<file path="src/hdl/dft_pkg.sv">
`default_nettype none

package dft_pkg;

  localparam int DFT_CONTEXTS = 4;
  localparam int DFT_SLOTS    = 8;

  // opcodes of a request
  localparam logic [2:0] OP_FOCUS = 3'd0;
  localparam logic [2:0] OP_DECAY = 3'd1;
  localparam logic [2:0] OP_QUERY = 3'd2;
  localparam logic [2:0] OP_TOUCH = 3'd3;
  localparam logic [2:0] OP_CLEAR = 3'd4;

  // configuration register indexes
  localparam logic [2:0] REG_FOCUS_ENABLE    = 3'd0;
  localparam logic [2:0] REG_ATTENTION_BOOST = 3'd1;
  localparam logic [2:0] REG_DECAY_RATE      = 3'd2;
  localparam logic [2:0] REG_PRUNE_THRESHOLD = 3'd3;
  localparam logic [2:0] REG_TABLE_LIMIT     = 3'd4;
  localparam logic [2:0] REG_SCORE_CEILING   = 3'd5;

  localparam logic [15:0] HALF_SCORE = 16'd2048;

  typedef struct packed {
    logic [2:0]         opcode;
    logic [1:0]         context_index;
    logic [31:0]        item_id;
    logic signed [15:0] extra_boost;
  } in_t;

  typedef struct packed {
    logic        found;
    logic [15:0] score_out;
    logic [31:0] last_tick_out;
    logic [3:0]  entry_count;
  } out_t;

  typedef enum logic [2:0] {
    KIND_READ,
    KIND_FOCUS,
    KIND_DECAY,
    KIND_TOUCH,
    KIND_CLEAR
  } kind_t;

  typedef enum logic [2:0] {
    ST_IDLE,
    ST_LOAD,
    ST_APPLY,
    ST_PRUNE,
    ST_SORT,
    ST_COUNT,
    ST_STORE,
    ST_RESP
  } state_t;

  typedef struct packed {
    logic start;
    logic load;
    logic apply;
    logic prune;
    logic sort;
    logic count;
    logic store;
    logic respond;
  } cmd_t;

  typedef struct packed {
    logic  load_done;
    logic  sort_done;
    logic  store_done;
    logic  out_busy;
    kind_t kind;
  } stat_t;

endpackage

`default_nettype wire

</file>
<file path="src/hdl/dft_ctrl.sv">
`default_nettype none

module dft_ctrl import dft_pkg::*; (
  input  logic  clk,
  input  logic  rst_n,
  input  logic  in_valid,
  output logic  in_ready,
  input  stat_t stat,
  output cmd_t  cmd
);

  state_t state_r, state_nxt;

  always_ff @(posedge clk) begin
    if (!rst_n) begin
      state_r <= ST_IDLE;
    end else begin
      state_r <= state_nxt;
    end
  end

  always_comb begin
    state_nxt = state_r;
    cmd       = '0;
    in_ready  = 1'b0;
    unique case (state_r)
      ST_IDLE: begin
        in_ready = 1'b1;
        if (in_valid) begin
          cmd.start = 1'b1;
          state_nxt = ST_LOAD;
        end
      end
      ST_LOAD: begin
        cmd.load = 1'b1;
        if (stat.load_done) begin
          state_nxt = ST_APPLY;
        end
      end
      ST_APPLY: begin
        cmd.apply = 1'b1;
        unique case (stat.kind)
          KIND_FOCUS, KIND_DECAY: state_nxt = ST_PRUNE;
          KIND_TOUCH:             state_nxt = ST_STORE;
          default:                state_nxt = ST_RESP;
        endcase
      end
      ST_PRUNE: begin
        cmd.prune = 1'b1;
        state_nxt = ST_SORT;
      end
      ST_SORT: begin
        cmd.sort = 1'b1;
        if (stat.sort_done) begin
          state_nxt = ST_COUNT;
        end
      end
      ST_COUNT: begin
        cmd.count = 1'b1;
        state_nxt = ST_STORE;
      end
      ST_STORE: begin
        cmd.store = 1'b1;
        if (stat.store_done) begin
          state_nxt = ST_RESP;
        end
      end
      ST_RESP: begin
        if (!stat.out_busy) begin
          cmd.respond = 1'b1;
          state_nxt   = ST_IDLE;
        end
      end
      default: state_nxt = ST_IDLE;
    endcase
  end

endmodule

`default_nettype wire

</file>
<file path="config.mk">
export PLATFORM = sky130hd
export DESIGN_NAME = dft_ctrl
export DESIGN_NICKNAME = d
export VERILOG_FILES = /design/src/hdl/dft_pkg.sv /design/src/hdl/dft_ctrl.sv
export SDC_FILE = /design/constraint.sdc
export NUM_CORES = 1
export LEC_CHECK = 0
export BUFFER_PORTS_ARGS = -buffer_cell sky130_fd_sc_hd__buf_2
export CORE_AREA = 2 2 39 41
export CTS_CLUSTER_DIAMETER = 100
export CTS_CLUSTER_SIZE = 12
export DETAILED_ROUTE_END_ITERATION = 8
export DIE_AREA = 0 0 41 43
export GPL_TIMING_DRIVEN = 0
export SLEW_MARGIN = 20
export SYNTH_ARGS = -nofsm -noshare
export SYNTH_HDL_FRONTEND = slang
export SYNTH_SLANG_ARGS = --single-unit
export TNS_END_PERCENT = 5
</file>
<file path="constraint.sdc">
create_clock -name clk -period 2.7 [get_ports clk]
set_input_delay 0 -clock clk [delete_from_list [all_inputs] [get_ports clk]]
set_output_delay 0 -clock clk [all_outputs]
set_load 0.02 [all_outputs]
</file>
==> flow_metrics.env, run 1 <==
export IMPL_status="complete, no violations"
export IMPL_grt_pass1_vias=340
export IMPL_crit_start="state_r[0]$_SDFFE_PN0P_"
export IMPL_critical_path_class="flip-flop to flip-flop"
export IMPL_drc=0
export IMPL_synth_area_leaders="dfxtp_1 (16%), ha_1 (14%), inv_1 (7.1%)"
export IMPL_viasPerCell=4.60
export IMPL_wl_um=826
export IMPL_leakage_nw=0.269
export IMPL_post_cts_buffers=0
export IMPL_yosysTopAreaCellShare=0.163
export IMPL_wire_per_inst_um=9.83
export IMPL_cts_resized=0
export IMPL_core_mm2=0.00138
export IMPL_grt_max_degree=11
export IMPL_die_width_um=41
export IMPL_ir_drop_mv=0.258
export IMPL_fin_tns_setup_ns=0
export IMPL_worstPathArrival_ns=2.18
export IMPL_cts_tree="done"
export IMPL_antenna_found_initial=0
export IMPL_min_path_type="input pin to flip-flop"
export IMPL_syn_to_final_growth_pct=37.1
export IMPL_initial_core_util=0.266
export IMPL_ys_seq_area_frac=0.163
export IMPL_reg2reg_depth=5
export IMPL_min_from="rst_n"
export IMPL_top_level_ports=19
export IMPL_crit_family="compound AO/OA/AOI/OAI gates"
export IMPL_start_kind="flip-flop"
export IMPL_dieHeight_um=43
export IMPL_slowest_stage="a222oi_1"
export IMPL_hpwlAfterDp_um=690
export IMPL_crit_chain="inv_1 > ha_1 > a222oi_1 > mux2_2 > a221oi_1"
export IMPL_yosysTopAreaCell="dfxtp_1"
export IMPL_synth_area_um2=368
export IMPL_synth_warnings=0
export IMPL_die_area_mm2=0.00176
export IMPL_postSynthAreaPerCell_um2=8.00
export IMPL_slew_violations=0
export IMPL_synth_distinct_cells=24
export IMPL_cts_htree_levels=1
export IMPL_path_depth=5
export IMPL_vias=386
export IMPL_cp_data_required_time_ns=2.83
export IMPL_cap_viol_max_count=0
export IMPL_tightest_slew_ns=0.523
export IMPL_rows=14
export IMPL_rsz0062_at_grt="false"
export IMPL_drtPass1Iterations=4
export IMPL_fmax_ghz=0.489
export IMPL_endpoint_kind="flip-flop"
export IMPL_fillers=158
export IMPL_grt_usage=0.110
export IMPL_finalNetCount=83
export IMPL_finalSetupViolCount=0
export IMPL_fin_skew_ns=0.00220
export IMPL_cts_made_buffers=3
export IMPL_hold_buffers=0
export IMPL_cts_sink_count=3
export IMPL_crit_end="state_r[0]$_SDFFE_PN0P_"
export IMPL_drtIter0Drc=6
export IMPL_setup_ws_ns=0.654
export IMPL_fin_crit_sh=0.758
export IMPL_ant_nets=0
export IMPL_path_max_fanout=8
export IMPL_drive_gt1_frac=0.353
export IMPL_reg2reg_from="state_r[0]$_SDFFE_PN0P_"
export IMPL_rrSetupSlack_ns=0.65
export IMPL_synth_cells=46
export IMPL_largest_register="state_r"
export IMPL_grt_pass1_wl_um=1300
export IMPL_powerDensity_mw_per_mm2=959
export IMPL_ys_ff_latch=3
export IMPL_portBuffers=18
export IMPL_cts_root_buf="clkbuf_4"
export IMPL_synth_async_reset_ratio=0
export IMPL_clk_pin_slew_worst_paths_ns=0.04
export IMPL_fin_crit_ns=2.05
export IMPL_syn_num_nets=60
export IMPL_top_regs="state_r (3)"
export IMPL_gp_congestion=0.632
export IMPL_synth_edf_count=0
export IMPL_grt_ovfl_total=0
export IMPL_clockBufferDepth=2
export IMPL_timing_rr_end="state_r[0]$_SDFFE_PN0P_"
export IMPL_relSlewSlack=0.651
export IMPL_cp_num_buf_inv=1
export IMPL_synth_flop_cell="dfxtp_1"
export IMPL_largest_reg_flops=3
export IMPL_worstSkewPairLatency_ns=0.23
export IMPL_cpPeakStageDelay_ns=0.53
export IMPL_diodes=0
export IMPL_hold_violations=0
export IMPL_dp_slack_ns=0.640
## worst min-delay path by stage
stage	to	slack [ns]	cells past startpoint
after global placement	cmd[0]	0.27	3
after global routing	state_r[0]$_SDFFE_PN0P_	0.05	3
final	state_r[0]$_SDFFE_PN0P_	0.04	3
after detailed placement	cmd[0]	0.27	3
after floorplan	cmd[0]	0.08	1
after CTS	state_r[0]$_SDFFE_PN0P_	0.04	3
## layout by cell type, fill, tap and decap left out
master,instances
a21bo_1,1
a221oi_1,1
a222oi_1,1
a22oi_1,1
a31o_1,1
and2_1,4
and2b_1,1
and4_1,1
buf_2,18
buf_6,1
clkbuf_1,1
clkbuf_4,3
dfxtp_1,3
ha_1,4
inv_1,7
mux2_2,1
mux2i_1,2
nand2_1,3
nand4b_1,1
nor2_1,3
nor2b_1,3
nor3_1,2
nor4b_1,1
o211ai_1,1
o21ba_2,1
or4_1,1
xnor2_1,1
## logic make-up (layout without fill, tap and decap cells)
| group | Yosys count | count (layout) | synth area share |
|---|---|---|---|
| AO/OA/AOI/OAI | 7 | 7 | 0.170 |
| XOR/XNOR | 1 | 1 | 0.0238 |
| adder cells (fa/ha/maj) | 4 | 4 | 0.136 |
| buffers and inverters | 8 | 30 | 0.102 |
| flip-flops | 3 | 3 | 0.163 |
| multiplexers | 3 | 3 | 0.0850 |
| AND/OR/NAND/NOR | 20 | 20 | 0.320 |
## Yosys cell counts, drive strengths merged (2+ instances only)
| cell type | count |
|---|---|
| nand2 | 3 |
| mux2i | 2 |
| nor3 | 2 |
| dfxtp | 3 |
| inv | 7 |
| nor2b | 3 |
| and2 | 4 |
| ha | 4 |
| nor2 | 3 |
## tightest hold or removal path: cells and delay by family
| family | cells | cell delay, ns |
|---|---|---|
| buffers and inverters | 2 | 0.18 |
| AOI/OAI and AO/OA | 1 | 0.04 |
## layer usage
metal  global-route usage  part of all wire
met5                    0                 0
met4               0.0800                 0
met3               0.0314             0.099
met2                0.169              0.48
met1                0.122              0.42
## layout make-up
class	instances	area (um2)	share of cell area
Timing Repair Buffer	18	90.1	0.179
Tap cell	16	20.0	0.0397
Multi-Input combinational cell	35	270	0.536
Sequential cell	3	60.1	0.119
Clock buffer	4	26.3	0.0521
Buffer	1	11.3	0.0223
Inverter	7	26.3	0.0521
## power by group
part           total, mW  internal [mW]  switching [mW]
clock             0.0767         0.0553          0.0214
combinational      0.329          0.147           0.182
sequential        0.0780         0.0613          0.0167
## stage by stage
stage / hold slack [ns] / util / total power, mW / instance area, um2 / instances
after CTS: 0.0376 / 0.364 / 0.492 / 504 / 84
after global routing: 0.0518 / 0.364 / 0.538 / 504 / 84
final: 0.0431 / 0.364 / 0.484 / 504 / 84
after detailed placement: 0.269 / 0.345 / 0.411 / 478 / 80
after global placement: 0.268 / 0.345 / 0.404 / 478 / 80
after floorplan: 0.0798 / - / 0.326 / 368 / 46
Power figures use the tool's default switching activity.
==> run 2: changes to the inputs <==
==> constraint.sdc (replaced) <==
create_clock -name clk -period 1.7 [get_ports clk]
set_input_delay 0 -clock clk [delete_from_list [all_inputs] [get_ports clk]]
set_output_delay 0 -clock clk [all_outputs]
set_load 0.02 [all_outputs]
==> run 2 against run 1 <==
  * The run now ends with negative setup slack left
  * Fmax rose by 20%
  * Largest power group unchanged
  * Clock skew fell by 0.0015 ns
  * Power rose by 89%
==> flow_metrics.env, run 2 (synthesis results as in run 1) <==
export IMPL_status="finished with violations"
export IMPL_failed_checks="negative setup slack"
export IMPL_die_width_um=41
export IMPL_drc=0
export IMPL_initial_core_util=0.266
export IMPL_place_inst=80
export IMPL_dieHeight_um=43
export IMPL_setup_ws_ns=-0.00423
export IMPL_final_area_um2=573
export IMPL_clk_pin_slew_worst_paths_ns=0.04
export IMPL_fillers=149
export IMPL_finalSetupViolCount=1
export IMPL_gr_usage_met3=0.0366
export IMPL_reg2reg_depth=5
export IMPL_stdcell_count=87
export IMPL_top_level_ports=19
export IMPL_grt_ovfl_total=0
export IMPL_use_met2=0.191
export IMPL_min_path_type="input pin to flip-flop"
export IMPL_grt_max_degree=11
export IMPL_path_max_fanout=3
export IMPL_fin_skew_ns=0.000654
export IMPL_cp_data_required_time_ns=1.84
export IMPL_largest_register="state_r"
export IMPL_vias=402
export IMPL_fmax_ghz=0.587
export IMPL_busiest_layer="met2"
export IMPL_min_from="rst_n"
export IMPL_finalCoreUtilization=0.414
export IMPL_wire_per_inst_um=10.1
export IMPL_antenna_found_initial=0
export IMPL_rows=14
export IMPL_crit_start="state_r[0]$_SDFFE_PN0P_"
export IMPL_cts_sink_count=3
export IMPL_ant_nets=0
export IMPL_drive_gt1_frac=0.493
export IMPL_core_mm2=0.00138
export IMPL_viasPerCell=4.62
export IMPL_relSlewSlack=0.720
export IMPL_timing_hold_ws_ns=0.0327
export IMPL_grt_pass1_wl_um=1410
export IMPL_dp_slack_ns=-0.234
export IMPL_rsz0062_at_grt="true"
export IMPL_drtPass1Iterations=4
export IMPL_placed_cell_area_um2=505
export IMPL_hold_violations=0
export IMPL_grt_use_met1=0.121
export IMPL_grt_pass1_vias=354
export IMPL_critical_path_class="flip-flop to flip-flop"
export IMPL_top_regs="state_r (3)"
export IMPL_reg2reg_from="state_r[0]$_SDFFE_PN0P_"
export IMPL_rrSetupSlack_ns=-0.004
export IMPL_fin_tns_setup_ns=-0.00423
export IMPL_fin_crit_ns=1.70
export IMPL_cts_htree_levels=1
export IMPL_crit_end="state_r[0]$_SDFFE_PN0P_"
export IMPL_finalNetCount=86
export IMPL_fin_crit_sh=1.00
export IMPL_grt_usage=0.121
export IMPL_start_kind="flip-flop"
export IMPL_die_area_mm2=0.00176
export IMPL_powerDensity_mw_per_mm2=1590
export IMPL_portBuffers=18
export IMPL_timing_rr_end="state_r[0]$_SDFFE_PN0P_"
export IMPL_drtIter0Drc=5
export IMPL_hpwlAfterDp_um=670
export IMPL_largest_reg_flops=3
export IMPL_endpoint_kind="flip-flop"
export IMPL_cts_tree="done"
export IMPL_syn_to_final_growth_pct=55.8
export IMPL_worstPathArrival_ns=1.84
export IMPL_hold_buffers=0
export IMPL_total_power_mw=0.912
export IMPL_gp_congestion=0.668
export IMPL_clockBufferDepth=2
export IMPL_cts_root_buf="clkbuf_4"
export IMPL_cap_viol_max_count=0
export IMPL_tightest_slew_ns=0.420
export IMPL_ir_drop_mv=0.555
export IMPL_slew_violations=0
export IMPL_wl_um=883
export IMPL_diodes=0
export IMPL_worstSkewPairLatency_ns=0.23
export IMPL_final_common_cell="buf_2"
export IMPL_cts_made_buffers=3
export IMPL_final_cell_mix="buf_2 (18), inv_1 (5), and2_1 (4)"
export IMPL_leakage_nw=0.286
## run 2: power by group
part | total (mW) | internal (mW) | switching [mW]
Combinational | 0.637 | 0.311 | 0.326
Sequential | 0.151 | 0.109 | 0.0419
Clock | 0.124 | 0.0879 | 0.0357
## run 2: critical path, stage by stage (launching register included)
cell	delay, ns
dfxtp_4	0.36
inv_4	0.05
ha_4	0.15
a222oi_1	0.42
mux2_2	0.39
a221oi_2	0.23
## run 2: what timing repair did
action / in CTS / in global routing
setup buffers: 3 / 0
pin swaps: 4 / 1
setup endpoints to repair: 2 / 2
gates resized for setup: 4 / 2
## run 2: per-layer routing
| metal | up-vias | share of wire | routed length, um |
|---|---|---|---|
| met5 | - | 0 | 0 |
| met4 | 0 | 0.010 | 9 |
| met3 | 2 | 0.10 | 91 |
| met2 | 16 | 0.46 | 408 |
| met1 | 173 | 0.42 | 373 |
| li1 | 211 | - | - |
## run 2: cell type report
cell class	count	area (um2)	share of cell area
multi-input cells	35	304	0.531
repair buffers	21	113	0.197
flip-flops and latches	3	67.6	0.118
inverters	7	31.3	0.0546
clock buffers	4	26.3	0.0459
well taps	16	20.0	0.0349
plain buffers	1	11.3	0.0197
## run 2: worst min path at each step
| stage | endpoint | slack, ns | cells after the start |
|---|---|---|---|
| 2_1_floorplan | cmd[0] | 0.08 | 1 |
| 3_3_place_gp | state_r[0]$_SDFFE_PN0P_ | 0.27 | 3 |
| 3_5_place_dp | cmd[0] | 0.27 | 3 |
| 4_1_cts | state_r[0]$_SDFFE_PN0P_ | 0.03 | 3 |
| 5_1_grt | state_r[0]$_SDFFE_PN0P_ | 0.03 | 3 |
| 6_report | state_r[0]$_SDFFE_PN0P_ | 0.03 | 3 |
==> run 3: changes to the inputs <==
--- a/config.mk
+++ b/config.mk
@@ -5,6 +5,7 @@
 export SDC_FILE = /design/constraint.sdc
 export NUM_CORES = 1
 export LEC_CHECK = 0
+export ABC_AREA = 1
 export BUFFER_PORTS_ARGS = -buffer_cell sky130_fd_sc_hd__buf_2
 export CORE_AREA = 2 2 39 41
 export CTS_CLUSTER_DIAMETER = 100
==> run 3 against run 2 <==
  * The flow now finishes without violations
  * First-iteration DRC count stayed put
  * Non-clock buffer count fell by 3
  * Core utilization fell by 0.63 points
  * Clock skew rose by 0.0038 ns
  * Area after synthesis grew 16%
  * Cell count grew 25%
  * Power decreased by 1.7%
  * Largest power group unchanged
==> flow_metrics.env, run 3 <==
export IMPL_status="complete, no violations"
export IMPL_finalNetCount=108
export IMPL_drtPass1Iterations=2
export IMPL_combPwrFrac=0.724
export IMPL_initial_core_util=0.309
export IMPL_synth_cells=71
export IMPL_die_area_mm2=0.00176
export IMPL_grt_pass1_wl_um=1390
export IMPL_cap_viol_max_count=0
export IMPL_rsz0062_at_grt="false"
export IMPL_cts_made_buffers=3
export IMPL_yosysTopAreaCell="inv_1"
export IMPL_die_width_um=41
export IMPL_ys_ff_latch=3
export IMPL_synth_most_common_cell="inv_1"
export IMPL_cts_tree="done"
export IMPL_top_level_ports=19
export IMPL_top_regs="state_r (3)"
export IMPL_critical_path_class="flip-flop to flip-flop"
export IMPL_ir_drop_mv=0.591
export IMPL_syn_num_nets=85
export IMPL_finalSetupViolCount=0
export IMPL_fin_skew_ns=0.00448
export IMPL_rows=14
export IMPL_grt_max_degree=11
export IMPL_endpoint_kind="flip-flop"
export IMPL_path_max_fanout=4
export IMPL_ys_seq_area_frac=0.140
export IMPL_largest_reg_flops=3
export IMPL_yosysTopAreaCellShare=0.167
export IMPL_min_path_type="input pin to flip-flop"
export IMPL_fmax_ghz=0.713
export IMPL_cts_sink_count=3
export IMPL_gp_congestion=0.765
export IMPL_start_kind="flip-flop"
export IMPL_synth_distinct_cells=16
export IMPL_synth_commonest_cells="inv_1 (19), nand2_1 (15), nor2_1 (7)"
export IMPL_drc=0
export IMPL_hold_violations=0
export IMPL_powerDensity_mw_per_mm2=1590
export IMPL_hpwlAfterDp_um=721
export IMPL_cts_root_buf="clkbuf_4"
export IMPL_antenna_found_initial=0
export IMPL_grt_pass1_vias=403
export IMPL_drtIter0Drc=5
export IMPL_clkPwrFrac=0.134
export IMPL_sequentialPowerShare=0.142
export IMPL_grt_usage=0.111
export IMPL_synth_area_leaders="inv_1 (17%), dfxtp_1 (14%), nand2_1 (13%)"
export IMPL_synth_area_um2=428
export IMPL_tightest_slew_ns=0.183
export IMPL_portBuffers=18
export IMPL_synth_warnings=0
export IMPL_relSlewSlack=0.878
export IMPL_internal_power_mw=0.428
export IMPL_wire_per_inst_um=7.46
export IMPL_worstPathArrival_ns=1.52
export IMPL_wl_um=813
export IMPL_swShare=0.522
export IMPL_regArea_um2=60.1
export IMPL_fin_tns_setup_ns=0
export IMPL_final_common_cell="inv_1"
export IMPL_synth_async_reset_ratio=0
export IMPL_post_cts_buffers=0
export IMPL_slew_violations=0
export IMPL_diodes=0
export IMPL_synth_edf_count=0
export IMPL_synth_flop_cell="dfxtp_1"
export IMPL_leakage_nw=0.389
export IMPL_largest_register="state_r"
export IMPL_cts_resized=0
export IMPL_fin_crit_sh=0.824
export IMPL_final_cell_mix="inv_1 (19), buf_2 (18), nand2_1 (15)"
export IMPL_syn_to_final_growth_pct=31.9
export IMPL_worstSkewPairLatency_ns=0.23
export IMPL_finalCoreUtilization=0.408
export IMPL_hold_buffers=0
export IMPL_multiInputGateArea_um2=278
export IMPL_dieHeight_um=43
export IMPL_viasPerCell=3.97
export IMPL_grt_ovfl_total=0
export IMPL_fillers=169
export IMPL_fin_crit_ns=1.40
export IMPL_cp_data_required_time_ns=1.81
export IMPL_ant_nets=0
export IMPL_postSynthAreaPerCell_um2=6.03
export IMPL_vias=433
export IMPL_clockBufferDepth=2
export IMPL_switchingPower_mw=0.468
export IMPL_core_mm2=0.00138
export IMPL_cts_htree_levels=1
export IMPL_drive_gt1_frac=0.376
export IMPL_total_power_mw=0.896
export IMPL_clk_pin_slew_worst_paths_ns=0.04
## run 3: cell count changes after synthesis, sizes merged, moves of 2 or more
cell   change
nor2       +8
and2       -4
nor2b      -3
inv       +14
mux2i      -2
nand2     +14
nand3      +9
## run 3: cell families after synthesis
group,after synthesis,synth area share
AOI/OAI and AO/OA,2,0.0234
adders and majority gates,4,0.117
buffers and inverters,22,0.211
DFF,3,0.140
and+or+nand+nor,40,0.509
## run 3: final cells by class
type                       instances  share of cell area
inverter                          21               0.140
clock buffer                       4              0.0466
sequential                         3               0.106
buffer                             1              0.0200
tap                               16              0.0355
timing repair buffer              18               0.160
multi-input combinational         46               0.492
## run 3: critical path: stages, from the launching register on
cell and delay (ns):
dfxtp_1 0.35, inv_1 0.09, ha_1 0.26, nand3_1 0.10, nand2_1 0.10, nor2_4 0.15, nand2_1 0.06, nor2_1 0.12
nor2_1 0.05
## run 3: metrics by stage
stage                     cell area (um2)  instances  hold WS (ns)  worst slack [ns]
final                                 564        109       0.00815             0.298
after global routing                  564        109       0.00298             0.150
after CTS                             564        109       0.00136             0.296
after detailed placement              538        105         0.247             0.301
after global placement                538        105         0.245             0.312
after floorplan                       428         71        0.0887             0.470
## run 3: metal layers
layer | GRT usage | share of wire | vias to the layer above
li1 | - | - | 251
met1 | 0.115 | 0.46 | 171
met2 | 0.206 | 0.48 | 11
met3 | 0.0157 | 0.063 | 0
met4 | 0.0400 | 0 | 0
met5 | 0 | 0 | -
## run 3: final timing paths
| path | start | to | slack, ns | cells after the start |
|---|---|---|---|---|
| setup / recovery | state_r[0]$_SDFFE_PN0P_ | state_r[0]$_SDFFE_PN0P_ | 0.30 | 8 |
| hold / removal | rst_n | state_r[2]$_SDFFE_PN0P_ | 0.008 | 3 |
| setup reg to reg | state_r[0]$_SDFFE_PN0P_ | state_r[0]$_SDFFE_PN0P_ | 0.30 | 8 |
| hold reg to reg | state_r[1]$_SDFFE_PN0P_ | state_r[1]$_SDFFE_PN0P_ | 0.53 | 2 |
## run 3: power groups by stage
stage / Sequential, mW / Clock [mW] / Combinational, mW
finish: 0.127 / 0.120 / 0.648
global route: 0.132 / 0.135 / 0.742
CTS: 0.128 / 0.127 / 0.659
detailed placement: 0.129 / 0 / 0.656
global placement: 0.127 / 0 / 0.654
floorplan: 0.123 / 0 / 0.516
